$ cat src/gnam_pkg.sv
// gnam_pkg: shared types, codes and constants of the gauge needle angle mapper
// depends on nothing; imported by every module of the block except gnam_ram
package gnam_pkg;

   // field widths
   localparam int VALUE_W   = 14;
   localparam int INDEX_W   = 5;
   localparam int ANGLE_W   = 16;
   localparam int GAIN_W    = 16;
   localparam int COUNT_W   = 6;
   localparam int SLEW_W    = 15;
   localparam int PROD_W    = VALUE_W + GAIN_W;
   localparam int CSR_IDX_W = 3;
   localparam int CSR_DATA_W = 16;

   // breakpoint words hold (k+1) * step for up to 32 segments
   localparam int BP_W = VALUE_W + 5;

   // default table depth
   localparam int MAX_SEGMENTS_DEF = 32;

   // register reset values
   localparam logic                 RST_ENABLE  = 1'b1;
   localparam logic [VALUE_W-1:0]   RST_STEP    = 14'd10;
   localparam logic [COUNT_W-1:0]   RST_COUNT   = 6'd20;
   localparam logic [VALUE_W-1:0]   RST_FLOOR   = 14'd0;
   localparam logic [VALUE_W-1:0]   RST_CEILING = 14'd210;
   localparam logic [SLEW_W-1:0]    RST_SLEW    = 15'd80;

   // fraction bits for rounding the Q18.12 product of value and Q4.12 gain
   localparam int FRAC_BITS = 12;

   // input item operations
   typedef enum logic {
      OP_SAMPLE = 1'b0,
      OP_WRITE  = 1'b1
   } op_type;

   // configuration register indexes
   typedef enum logic [CSR_IDX_W-1:0] {
      CSR_ENABLE  = 3'd0,
      CSR_STEP    = 3'd1,
      CSR_COUNT   = 3'd2,
      CSR_FLOOR   = 3'd3,
      CSR_CEILING = 3'd4,
      CSR_SLEW    = 3'd5
   } csr_idx_type;

   // input beat
   typedef struct packed {
      logic                      op;
      logic [VALUE_W-1:0]        sample_value;
      logic [INDEX_W-1:0]        segment_index;
      logic signed [ANGLE_W-1:0] segment_offset;
      logic [GAIN_W-1:0]         segment_gain;
   } req_type;

   // result beat
   typedef struct packed {
      logic signed [ANGLE_W-1:0] needle_angle;
      logic [INDEX_W-1:0]        segment_used;
      logic                      slew_limited;
   } rsp_type;

   // static configuration seen by the datapath
   typedef struct packed {
      logic                 enable;
      logic [VALUE_W-1:0]   floor_val;
      logic [VALUE_W-1:0]   ceiling;
      logic [COUNT_W-1:0]   count;
      logic [SLEW_W-1:0]    slew;
   } cfg_type;

endpackage

$ cat src/gnam_ram.sv
// gnam_ram: generic single write, single read memory with registered read
// depends on nothing
module gnam_ram #(
   parameter int WIDTH = 32,
   parameter int DEPTH = 32
) (
   input  logic                                  clock,
   input  logic                                  wr_en,
   input  logic [(DEPTH > 1 ? $clog2(DEPTH) : 1)-1:0] wr_addr,
   input  logic [WIDTH-1:0]                      wr_data,
   input  logic                                  rd_en,
   input  logic [(DEPTH > 1 ? $clog2(DEPTH) : 1)-1:0] rd_addr,
   output logic [WIDTH-1:0]                      rd_data
);

   logic [WIDTH-1:0] mem_ff [DEPTH];
   logic [WIDTH-1:0] rd_data_ff;

   // write port
   always_ff @(posedge clock) begin
      if (wr_en) begin
         mem_ff[wr_addr] <= wr_data;
      end
   end

   // registered read, holds while rd_en is low
   always_ff @(posedge clock) begin
      if (rd_en) begin
         rd_data_ff <= mem_ff[rd_addr];
      end
   end

   assign rd_data = rd_data_ff;

endmodule

$ cat src/gnam_csr.sv
// gnam_csr: configuration registers and the derived breakpoint words
// depends on gnam_pkg
module gnam_csr
   import gnam_pkg::*;
#(
   parameter int BP_N = 31
) (
   input  logic                        clock,
   input  logic                        reset,
   input  logic                        csr_valid,
   output logic                        csr_ready,
   input  logic [CSR_IDX_W-1:0]        csr_index,
   input  logic [CSR_DATA_W-1:0]       csr_data,
   output cfg_type                     cfg,
   output logic [BP_N-1:0][BP_W-1:0]   bp
);

   cfg_type                   cfg_ff;
   logic [BP_N-1:0][BP_W-1:0] bp_ff;
   logic                      wr;

   assign csr_ready = 1'b1;
   assign wr        = csr_valid && csr_ready;

   // register file
   always_ff @(posedge clock) begin
      if (reset) begin
         cfg_ff.enable    <= RST_ENABLE;
         cfg_ff.floor_val <= RST_FLOOR;
         cfg_ff.ceiling   <= RST_CEILING;
         cfg_ff.count     <= RST_COUNT;
         cfg_ff.slew      <= RST_SLEW;
      end else if (wr) begin
         unique case (csr_idx_type'(csr_index))
            CSR_ENABLE:  cfg_ff.enable    <= csr_data[0];
            CSR_FLOOR:   cfg_ff.floor_val <= csr_data[VALUE_W-1:0];
            CSR_CEILING: cfg_ff.ceiling   <= csr_data[VALUE_W-1:0];
            CSR_COUNT:   cfg_ff.count     <= csr_data[COUNT_W-1:0];
            CSR_SLEW:    cfg_ff.slew      <= csr_data[SLEW_W-1:0];
            default: ;
         endcase
      end
   end

   // breakpoint k is (k+1) times the step, worked out once per step write
   always_ff @(posedge clock) begin
      if (reset) begin
         for (int k = 0; k < BP_N; k++) begin
            bp_ff[k] <= BP_W'(RST_STEP) * BP_W'(k + 1);
         end
      end else if (wr && csr_idx_type'(csr_index) == CSR_STEP) begin
         for (int k = 0; k < BP_N; k++) begin
            bp_ff[k] <= BP_W'(csr_data[VALUE_W-1:0]) * BP_W'(k + 1);
         end
      end
   end

   assign cfg = cfg_ff;
   assign bp  = bp_ff;

endmodule

$ cat src/gnam_seg_select.sv
// gnam_seg_select: floor and ceiling clamp, then segment pick by breakpoints
// depends on gnam_pkg
module gnam_seg_select
   import gnam_pkg::*;
#(
   parameter int CAP  = 32,
   parameter int BP_N = 31
) (
   input  logic [VALUE_W-1:0]        sample_value,
   input  cfg_type                   cfg,
   input  logic [BP_N-1:0][BP_W-1:0] bp,
   output logic [VALUE_W-1:0]        value,
   output logic [INDEX_W-1:0]        seg
);

   logic [VALUE_W-1:0] diff;
   logic [COUNT_W-1:0] n_eff;
   logic [INDEX_W-1:0] last;
   logic [BP_N-1:0]    hit;

   // floor subtract clamped at zero, then ceiling cap
   always_comb begin
      if (sample_value > cfg.floor_val) begin
         diff = sample_value - cfg.floor_val;
      end else begin
         diff = '0;
      end
      if (diff > cfg.ceiling) begin
         value = cfg.ceiling;
      end else begin
         value = diff;
      end
   end

   // active count: zero acts as one, capped at the table size
   always_comb begin
      if (cfg.count == '0) begin
         n_eff = COUNT_W'(1);
      end else if (cfg.count > COUNT_W'(CAP)) begin
         n_eff = COUNT_W'(CAP);
      end else begin
         n_eff = cfg.count;
      end
      last = INDEX_W'(n_eff - COUNT_W'(1));
   end

   // parallel breakpoint compares
   always_comb begin
      for (int k = 0; k < BP_N; k++) begin
         hit[k] = (COUNT_W'(k + 1) < n_eff) && (BP_W'(value) <= bp[k]);
      end
   end

   // first hit wins, last active segment otherwise
   always_comb begin
      seg = last;
      for (int k = BP_N - 1; k >= 0; k--) begin
         if (hit[k]) begin
            seg = INDEX_W'(k);
         end
      end
   end

endmodule

$ cat src/gnam_angle_calc.sv
// gnam_angle_calc: rounding, offset subtract, saturation and slew clamp
// depends on gnam_pkg
module gnam_angle_calc
   import gnam_pkg::*;
(
   input  logic [PROD_W-1:0]         prod,
   input  logic signed [ANGLE_W-1:0] offset,
   input  logic signed [ANGLE_W-1:0] prev,
   input  logic [SLEW_W-1:0]         slew,
   output logic signed [ANGLE_W-1:0] angle,
   output logic                      limited
);

   localparam int TERM_W = PROD_W + 1 - FRAC_BITS;
   localparam int RAW_W  = TERM_W + 2;
   localparam int LIM_W  = ANGLE_W + 1;

   logic [PROD_W:0]           rounded;
   logic [TERM_W-1:0]         term;
   logic signed [RAW_W-1:0]   term_s;
   logic signed [RAW_W-1:0]   raw;
   logic signed [ANGLE_W-1:0] sat;
   logic signed [LIM_W-1:0]   slew_s;
   logic signed [LIM_W-1:0]   lo;
   logic signed [LIM_W-1:0]   hi;
   logic signed [LIM_W-1:0]   sat_w;
   logic signed [LIM_W-1:0]   res;

   // round to nearest, halves up
   assign rounded = (PROD_W + 1)'(prod) + (PROD_W + 1)'(1 << (FRAC_BITS - 1));
   assign term    = rounded[PROD_W:FRAC_BITS];
   assign term_s  = {2'b00, term};
   assign raw     = RAW_W'(offset) - term_s;

   // saturate to the angle range
   always_comb begin
      if (raw < RAW_W'(-32768)) begin
         sat = 16'sh8000;
      end else if (raw > RAW_W'(32767)) begin
         sat = 16'sh7fff;
      end else begin
         sat = ANGLE_W'(raw);
      end
   end

   // slew window around the stored angle
   assign slew_s = {2'b00, slew};
   assign lo     = LIM_W'(prev) - slew_s;
   assign hi     = LIM_W'(prev) + slew_s;
   assign sat_w  = LIM_W'(sat);

   always_comb begin
      limited = 1'b0;
      res     = sat_w;
      if (sat_w < lo) begin
         res     = lo;
         limited = 1'b1;
      end else if (sat_w > hi) begin
         res     = hi;
         limited = 1'b1;
      end
      angle = ANGLE_W'(res);
   end

endmodule

$ cat src/gauge_needle_angle_mapper.sv
// Gauge needle angle mapper: four-stage pipeline from accepted beat to result.
// Stages in order: input reg, table read, product reg, result reg; one beat
// per cycle sustained while rsp_stall is low, each stage moves on when the next is empty or moving.
// The slew clamp uses the stored angle of the previous sample in the last stage.
// Synchronous reset clears valids and stored angle and loads the configuration reset values; the segment
// tables are undefined until written and get no clearing pass.
module gauge_needle_angle_mapper
   import gnam_pkg::*;
#(
   parameter int MAX_SEGMENTS = MAX_SEGMENTS_DEF
) (
   input  logic                  clock,
   input  logic                  reset,
   input  logic                  req_valid,
   output logic                  req_stall,
   input  req_type               req_payload,
   output logic                  rsp_valid,
   input  logic                  rsp_stall,
   output rsp_type               rsp_payload,
   input  logic                  csr_valid,
   output logic                  csr_ready,
   input  logic [CSR_IDX_W-1:0]  csr_index,
   input  logic [CSR_DATA_W-1:0] csr_data
);

   localparam int CAP   = MAX_SEGMENTS < 32 ? MAX_SEGMENTS : 32;
   localparam int BP_N  = CAP > 1 ? CAP - 1 : 1;
   localparam int IDX_W = MAX_SEGMENTS > 1 ? $clog2(MAX_SEGMENTS) : 1;
   localparam int WORD_W = ANGLE_W + GAIN_W;

   cfg_type                   cfg;
   logic [BP_N-1:0][BP_W-1:0] bp;

   // pipeline control
   logic adv_a, adv_b, adv_p, adv_c;
   logic a_valid_ff, a_valid_in;
   logic b_valid_ff, b_valid_in;
   logic p_valid_ff, p_valid_in;
   logic c_valid_ff, c_valid_in;
   logic a_is_sample, a_is_write;

   // pipeline payload
   req_type                   a_ff;
   logic [VALUE_W-1:0]        sel_value;
   logic [INDEX_W-1:0]        sel_seg;
   logic [VALUE_W-1:0]        b_value_ff;
   logic [INDEX_W-1:0]        b_seg_ff;
   logic [WORD_W-1:0]         rd_word;
   logic [PROD_W-1:0]         p_prod_ff, p_prod_in;
   logic signed [ANGLE_W-1:0] p_offset_ff;
   logic [INDEX_W-1:0]        p_seg_ff;
   rsp_type                   c_ff, c_in;
   logic signed [ANGLE_W-1:0] prev_ff;
   logic signed [ANGLE_W-1:0] calc_angle;
   logic                      calc_limited;
   logic                      wr_en;

   gnam_csr #(
      .BP_N (BP_N)
   ) u_csr (
      .clock     (clock),
      .reset     (reset),
      .csr_valid (csr_valid),
      .csr_ready (csr_ready),
      .csr_index (csr_index),
      .csr_data  (csr_data),
      .cfg       (cfg),
      .bp        (bp)
   );

   // stage advance chain, bubbles collapse
   assign adv_c     = !c_valid_ff || !rsp_stall;
   assign adv_p     = !p_valid_ff || adv_c;
   assign adv_b     = !b_valid_ff || adv_p;
   assign adv_a     = !a_valid_ff || adv_b;
   assign req_stall = !adv_a;

   assign a_valid_in = adv_a ? req_valid : a_valid_ff;
   assign b_valid_in = adv_b ? a_is_sample : b_valid_ff;
   assign p_valid_in = adv_p ? b_valid_ff : p_valid_ff;
   assign c_valid_in = adv_c ? p_valid_ff : c_valid_ff;

   always_ff @(posedge clock) begin
      if (reset) begin
         a_valid_ff <= 1'b0;
         b_valid_ff <= 1'b0;
         p_valid_ff <= 1'b0;
         c_valid_ff <= 1'b0;
      end else begin
         a_valid_ff <= a_valid_in;
         b_valid_ff <= b_valid_in;
         p_valid_ff <= p_valid_in;
         c_valid_ff <= c_valid_in;
      end
   end

   // input register
   always_ff @(posedge clock) begin
      if (adv_a) begin
         a_ff <= req_payload;
      end
   end

   assign a_is_sample = a_valid_ff && op_type'(a_ff.op) == OP_SAMPLE && cfg.enable;
   assign a_is_write  = a_valid_ff && op_type'(a_ff.op) == OP_WRITE;

   // clamp and segment pick
   gnam_seg_select #(
      .CAP  (CAP),
      .BP_N (BP_N)
   ) u_sel (
      .sample_value (a_ff.sample_value),
      .cfg          (cfg),
      .bp           (bp),
      .value        (sel_value),
      .seg          (sel_seg)
   );

   // segment words written as the write beat leaves the input register, if its index is within the table
   assign wr_en = a_is_write && adv_b &&
                  (7'(a_ff.segment_index) < 7'(MAX_SEGMENTS));

   gnam_ram #(
      .WIDTH (WORD_W),
      .DEPTH (MAX_SEGMENTS)
   ) u_table (
      .clock   (clock),
      .wr_en   (wr_en),
      .wr_addr (IDX_W'(a_ff.segment_index)),
      .wr_data ({a_ff.segment_offset, a_ff.segment_gain}),
      .rd_en   (adv_b),
      .rd_addr (IDX_W'(sel_seg)),
      .rd_data (rd_word)
   );

   // table read stage
   always_ff @(posedge clock) begin
      if (adv_b) begin
         b_value_ff <= sel_value;
         b_seg_ff   <= sel_seg;
      end
   end

   // product stage
   assign p_prod_in = PROD_W'(b_value_ff) * PROD_W'(rd_word[GAIN_W-1:0]);

   always_ff @(posedge clock) begin
      if (adv_p) begin
         p_prod_ff   <= p_prod_in;
         p_offset_ff <= rd_word[WORD_W-1:GAIN_W];
         p_seg_ff    <= b_seg_ff;
      end
   end

   // rounding, saturation and slew clamp
   gnam_angle_calc u_calc (
      .prod    (p_prod_ff),
      .offset  (p_offset_ff),
      .prev    (prev_ff),
      .slew    (cfg.slew),
      .angle   (calc_angle),
      .limited (calc_limited)
   );

   always_comb begin
      c_in.needle_angle = calc_angle;
      c_in.segment_used = p_seg_ff;
      c_in.slew_limited = calc_limited;
   end

   // result register
   always_ff @(posedge clock) begin
      if (adv_c) begin
         c_ff <= c_in;
      end
   end

   // stored angle follows every result
   always_ff @(posedge clock) begin
      if (reset) begin
         prev_ff <= '0;
      end else if (adv_c && p_valid_ff) begin
         prev_ff <= calc_angle;
      end
   end

   assign rsp_valid   = c_valid_ff;
   assign rsp_payload = c_ff;

   // the waiting result is the stored angle
   a_prev_match: assert property (@(posedge clock) disable iff (reset)
      c_valid_ff |-> c_ff.needle_angle == prev_ff)
      else $error("result angle differs from stored angle");

   // input stalls only with every stage full
   a_stall_full: assert property (@(posedge clock) disable iff (reset)
      req_stall |-> (a_valid_ff && b_valid_ff && p_valid_ff && c_valid_ff))
      else $error("input stalled with an empty stage");

   // a segment write never turns into a result
   a_write_drop: assert property (@(posedge clock) disable iff (reset)
      (a_is_write && adv_b) |=> !b_valid_ff)
      else $error("segment write entered the datapath");

   // applied segment lies within the active count
   a_seg_range: assert property (@(posedge clock) disable iff (reset)
      c_valid_ff |-> (COUNT_W'(c_ff.segment_used) < cfg.count
                      || c_ff.segment_used == '0))
      else $error("segment index beyond active count");

endmodule
$ cat config.mk
export PLATFORM = sky130hd
export DESIGN_NAME = gauge_needle_angle_mapper
export DESIGN_NICKNAME = d
export VERILOG_FILES = /design/src/gnam_pkg.sv /design/src/gnam_ram.sv /design/src/gnam_csr.sv /design/src/gnam_seg_select.sv /design/src/gnam_angle_calc.sv /design/src/gauge_needle_angle_mapper.sv
export SDC_FILE = /design/constraint.sdc
export NUM_CORES = 2
export LEC_CHECK = 0
export BUFFER_PORTS_ARGS = -buffer_cell sky130_fd_sc_hd__buf_2
export CAP_MARGIN = 20
export CORE_MARGIN = 1.5
export CORE_UTILIZATION = 45
export DETAILED_ROUTE_END_ITERATION = 12
export PLACE_DENSITY = 0.63
export REMOVE_ABC_BUFFERS = 1
export SLEW_MARGIN = 20
export SYNTH_ARGS = -nofsm -noshare
export SYNTH_HDL_FRONTEND = slang
export SYNTH_HIERARCHICAL = 1
export SYNTH_SLANG_ARGS = --single-unit
$ cat constraint.sdc
create_clock -name clock -period 8.56 [get_ports clock]
set_input_delay 1.284 -clock clock [delete_from_list [all_inputs] [get_ports clock]]
set_output_delay 1.284 -clock clock [all_outputs]
set_load 0.02 [all_outputs]
==> flow_metrics.py <==
metrics = {
    "power_and_ir_drop": {
        "p_clk_frac": 0.249,
        "combPwrFrac": 0.447,
        "seqPwrFrac": 0.304,
        "p_leak_nw": 43.1,
        "p_per_area_nw_per_um2": 260,
        "ir_worst_vdd_uv": 460,
        "p_int_mw": 17.6,
        "p_switching_mw": 10.6,
        "p_total_mw": 28.2,
        "swShare": 0.377,
    },
    "timing": {
        "max_freq_mhz": 119,
        "finalMaxSlewViolations": 0,
        "fin_skew_ns": 0.0764,
        "rsz0062_at_grt": "true",
        "fin_crit_sh": 0.983,
        "fin_crit_ns": 8.41,
        "hold_viol_final": 0,
        "setup_ws_ns": 0.145,
        "worst_pin_slew_ns": 1.22,
        "setup_violations": 0,
        "slew_headroom": 0.178,
        "fin_setup_tns_ns": 0,
    },
    "worst_setup_path": {
        "crit_fanout": 8,
        "crit_top_cell": "buf_4",
        "critPathLaunchType": "flop",
        "worstSetupStartpoint": "a_ff[37]",
        "path_class": "reg2reg",
        "slowest_delay_ns": 0.53,
        "regToRegEndpoint": "u_table/rd_data[4]",
        "cp_data_required_time_ns": 9.11,
        "cp_slowest_cell": "or4_1",
        "reg2regPathDepth": 42,
        "cp.arrival_ns": 8.97,
        "reg2reg_from": "a_ff[37]",
        "ff2ff_setup_slack_ns": 0.15,
        "endpoint": "u_table/rd_data[4]",
        "cp-end-kind": "flop",
    },
    "logic_synthesis": {
        "syn_avg_cell_area_um2": 10.9,
        "synth_area_um2": 96000,
        "yosys_warnings": 6,
        "syn_inst": 8821,
    },
    "detailed_routing": {
        "final_antenna_net_count": 0,
        "via_per_inst": 5.65,
        "dr_total_vias": 68000,
        "detail_route.wl_per_cell_um": 23.3,
        "firstDrtPassIters": 10,
        "first_iter_violations": 6185,
        "wl_um": 281000,
        "drc": 12,
    },
    "clock_network": {
        "cts_tree": "built",
        "cts-root-buf": "clkbuf_16",
        "cts_buffer_depth": 3,
        "cts_buffers": 161,
        "clkSinkCount": 1500,
        "htreeDepth": 4,
        "clk_pin_slew_ns": 0.06,
        "clkLatencyLatePin_ns": 0.87,
    },
    "floorplan": {
        "dieArea_um2": 216000,
        "start_util": 0.453,
        "rows": 169,
        "fp.coreArea_um2": 212000,
        "fp.dieW_um": 465,
        "die-height_um": 465,
        "io-pin-count": 101,
    },
    "final_layout": {
        "multi_input_area_um2": 47900,
        "nets": 10400,
        "drive_gt1_frac": 0.126,
        "nFillCells": 18500,
        "seq_area_um2": 41900,
        "syn_to_final_growth_pct": 13.1,
        "instances_no_fill": 12000,
    },
    "grt": {
        "gr-max-usage-layer": "met2",
        "use_met3": 0.0327,
        "antenna_found_initial": 8,
        "grt_pass1_vias": 66600,
        "grt_pass1_wl_um": 411000,
        "grt_usage": 0.250,
        "met2_usage": 0.411,
        "met1_usage": 0.339,
        "gr-total-overflow": 0,
        "grt_start_max_net_pins": 130,
    },
    "place": {
        "place_inst": 11600,
        "io_buffers": 98,
        "dp_hpwl_um": 192000,
        "pre_cts_ws_ns": -0.257,
        "gp_congestion": 0.948,
    },
    "outcome": {
        "outcome": "finished with violations",
        "violations": "design-rule violations",
    },
    "job": {
        "drv_cap": 0,
    },
    "worst_hold_path": {
        "hold_class": "reg2reg",
    },
}
## area by class of cell
class,count,share of cell area
clock inverters,91,0.00994
flip-flops and latches,1500,0.386
multi-input cells,5748,0.441
repair buffers,657,0.0557
clock buffers,207,0.0395
well taps,2821,0.0325
inverters,994,0.0345
diodes,9,0.000208
## worst min-delay path by stage
stage | startpoint | to | slack [ns] | cells after the start
floorplan | u_table/rd_data[16] | p_offset_ff[0] | 0.40 | 0
global placement | b_seg_ff[0] | p_seg_ff[0] | 0.40 | 0
detailed placement | b_seg_ff[4] | p_seg_ff[4] | 0.40 | 0
CTS | p_seg_ff[2] | rsp_payload[3] | 0.42 | 0
global route | p_seg_ff[0] | rsp_payload[1] | 0.43 | 0
finish | p_seg_ff[0] | rsp_payload[1] | 0.42 | 0
## per-layer routing
| metal | up-vias | routed length [um] |
|---|---|---|
| met3 | 464 | 17800 |
| met1 | 33800 | 121000 |
| li1 | 31500 | - |
| met5 | - | 0 |
| met2 | 2195 | 130000 |
| met4 | 0 | 11700 |
## timing repair
item | 4_1_cts | 5_1_grt
gates resized for setup | 15 | 235
hold buffers | 0 | 0
setup buffers | 0 | 72
pin swaps | 0 | 78
setup endpoints to repair | 32 | 32
cloned | 0 | 17
## per-stage QoR
step	util	hold slack, ns	area [um^2]
after global routing	0.512	0.426	109000
after detailed placement	0.474	0.405	101000
final	0.512	0.421	109000
after global placement	0.474	0.402	101000
after CTS	0.500	0.421	106000
after floorplan	-	0.400	92200
## power groups by stage
stage,clock [mW],sequential [mW],combinational [mW]
3_5_place_dp,0,8.73,12.1
2_1_floorplan,0,8.64,9.07
6_report,7.02,8.57,12.6
4_1_cts,7.13,8.58,12.2
5_1_grt,7.39,8.60,14.0
3_3_place_gp,0,8.72,11.9
## worst max-delay path, delay by kind of cell, from the launching register on
kind | cells | cell delay (ns)
compound gates | 15 | 3.03
buf+inv | 11 | 1.62
simple gates | 10 | 1.55
fa+ha+maj | 4 | 0.90
mux | 2 | 0.60
flops | 1 | 0.37
## layout by cell type (no fill, tap or decap), types with 46 or more instances in the layout
master     count
edfxtp_1    1189
inv_1        988
ha_1         867
nand2_1      805
a21oi_1      573
mux2i_1      538
buf_4        437
fa_1         332
dfxtp_1      309
nand3_1      226
nor2_1       223
clkbuf_16    176
o21ai_0      167
xnor2_1      150
a21o_1       148
and2_1       125
a22oi_1      100
buf_2         97
xor2_1        90
nor3_1        83
nand4_1       79
a22o_1        71
a31oi_1       69
nor2b_1       67
buf_12        60
o21ai_1       58
o211ai_1      58
conb_1        58
a211oi_1      55
nand2b_1      54
o21a_1        51
o21bai_1      46
## flip-flops by register name (all words and copies together), names as in the netlist, 5 cells and up
register	flops
prev_ff	16
p_prod_ff	19
p_seg_ff	5
u_csr/cfg	50
p_offset_ff	16
a_ff	52
rsp_payload	22
b_seg_ff	5
u_table/mem_ff	1024
b_value_ff	14
u_table/rd_data	32
u_csr/bp	241
No activity file was read; power rests on OpenSTA's default activity.
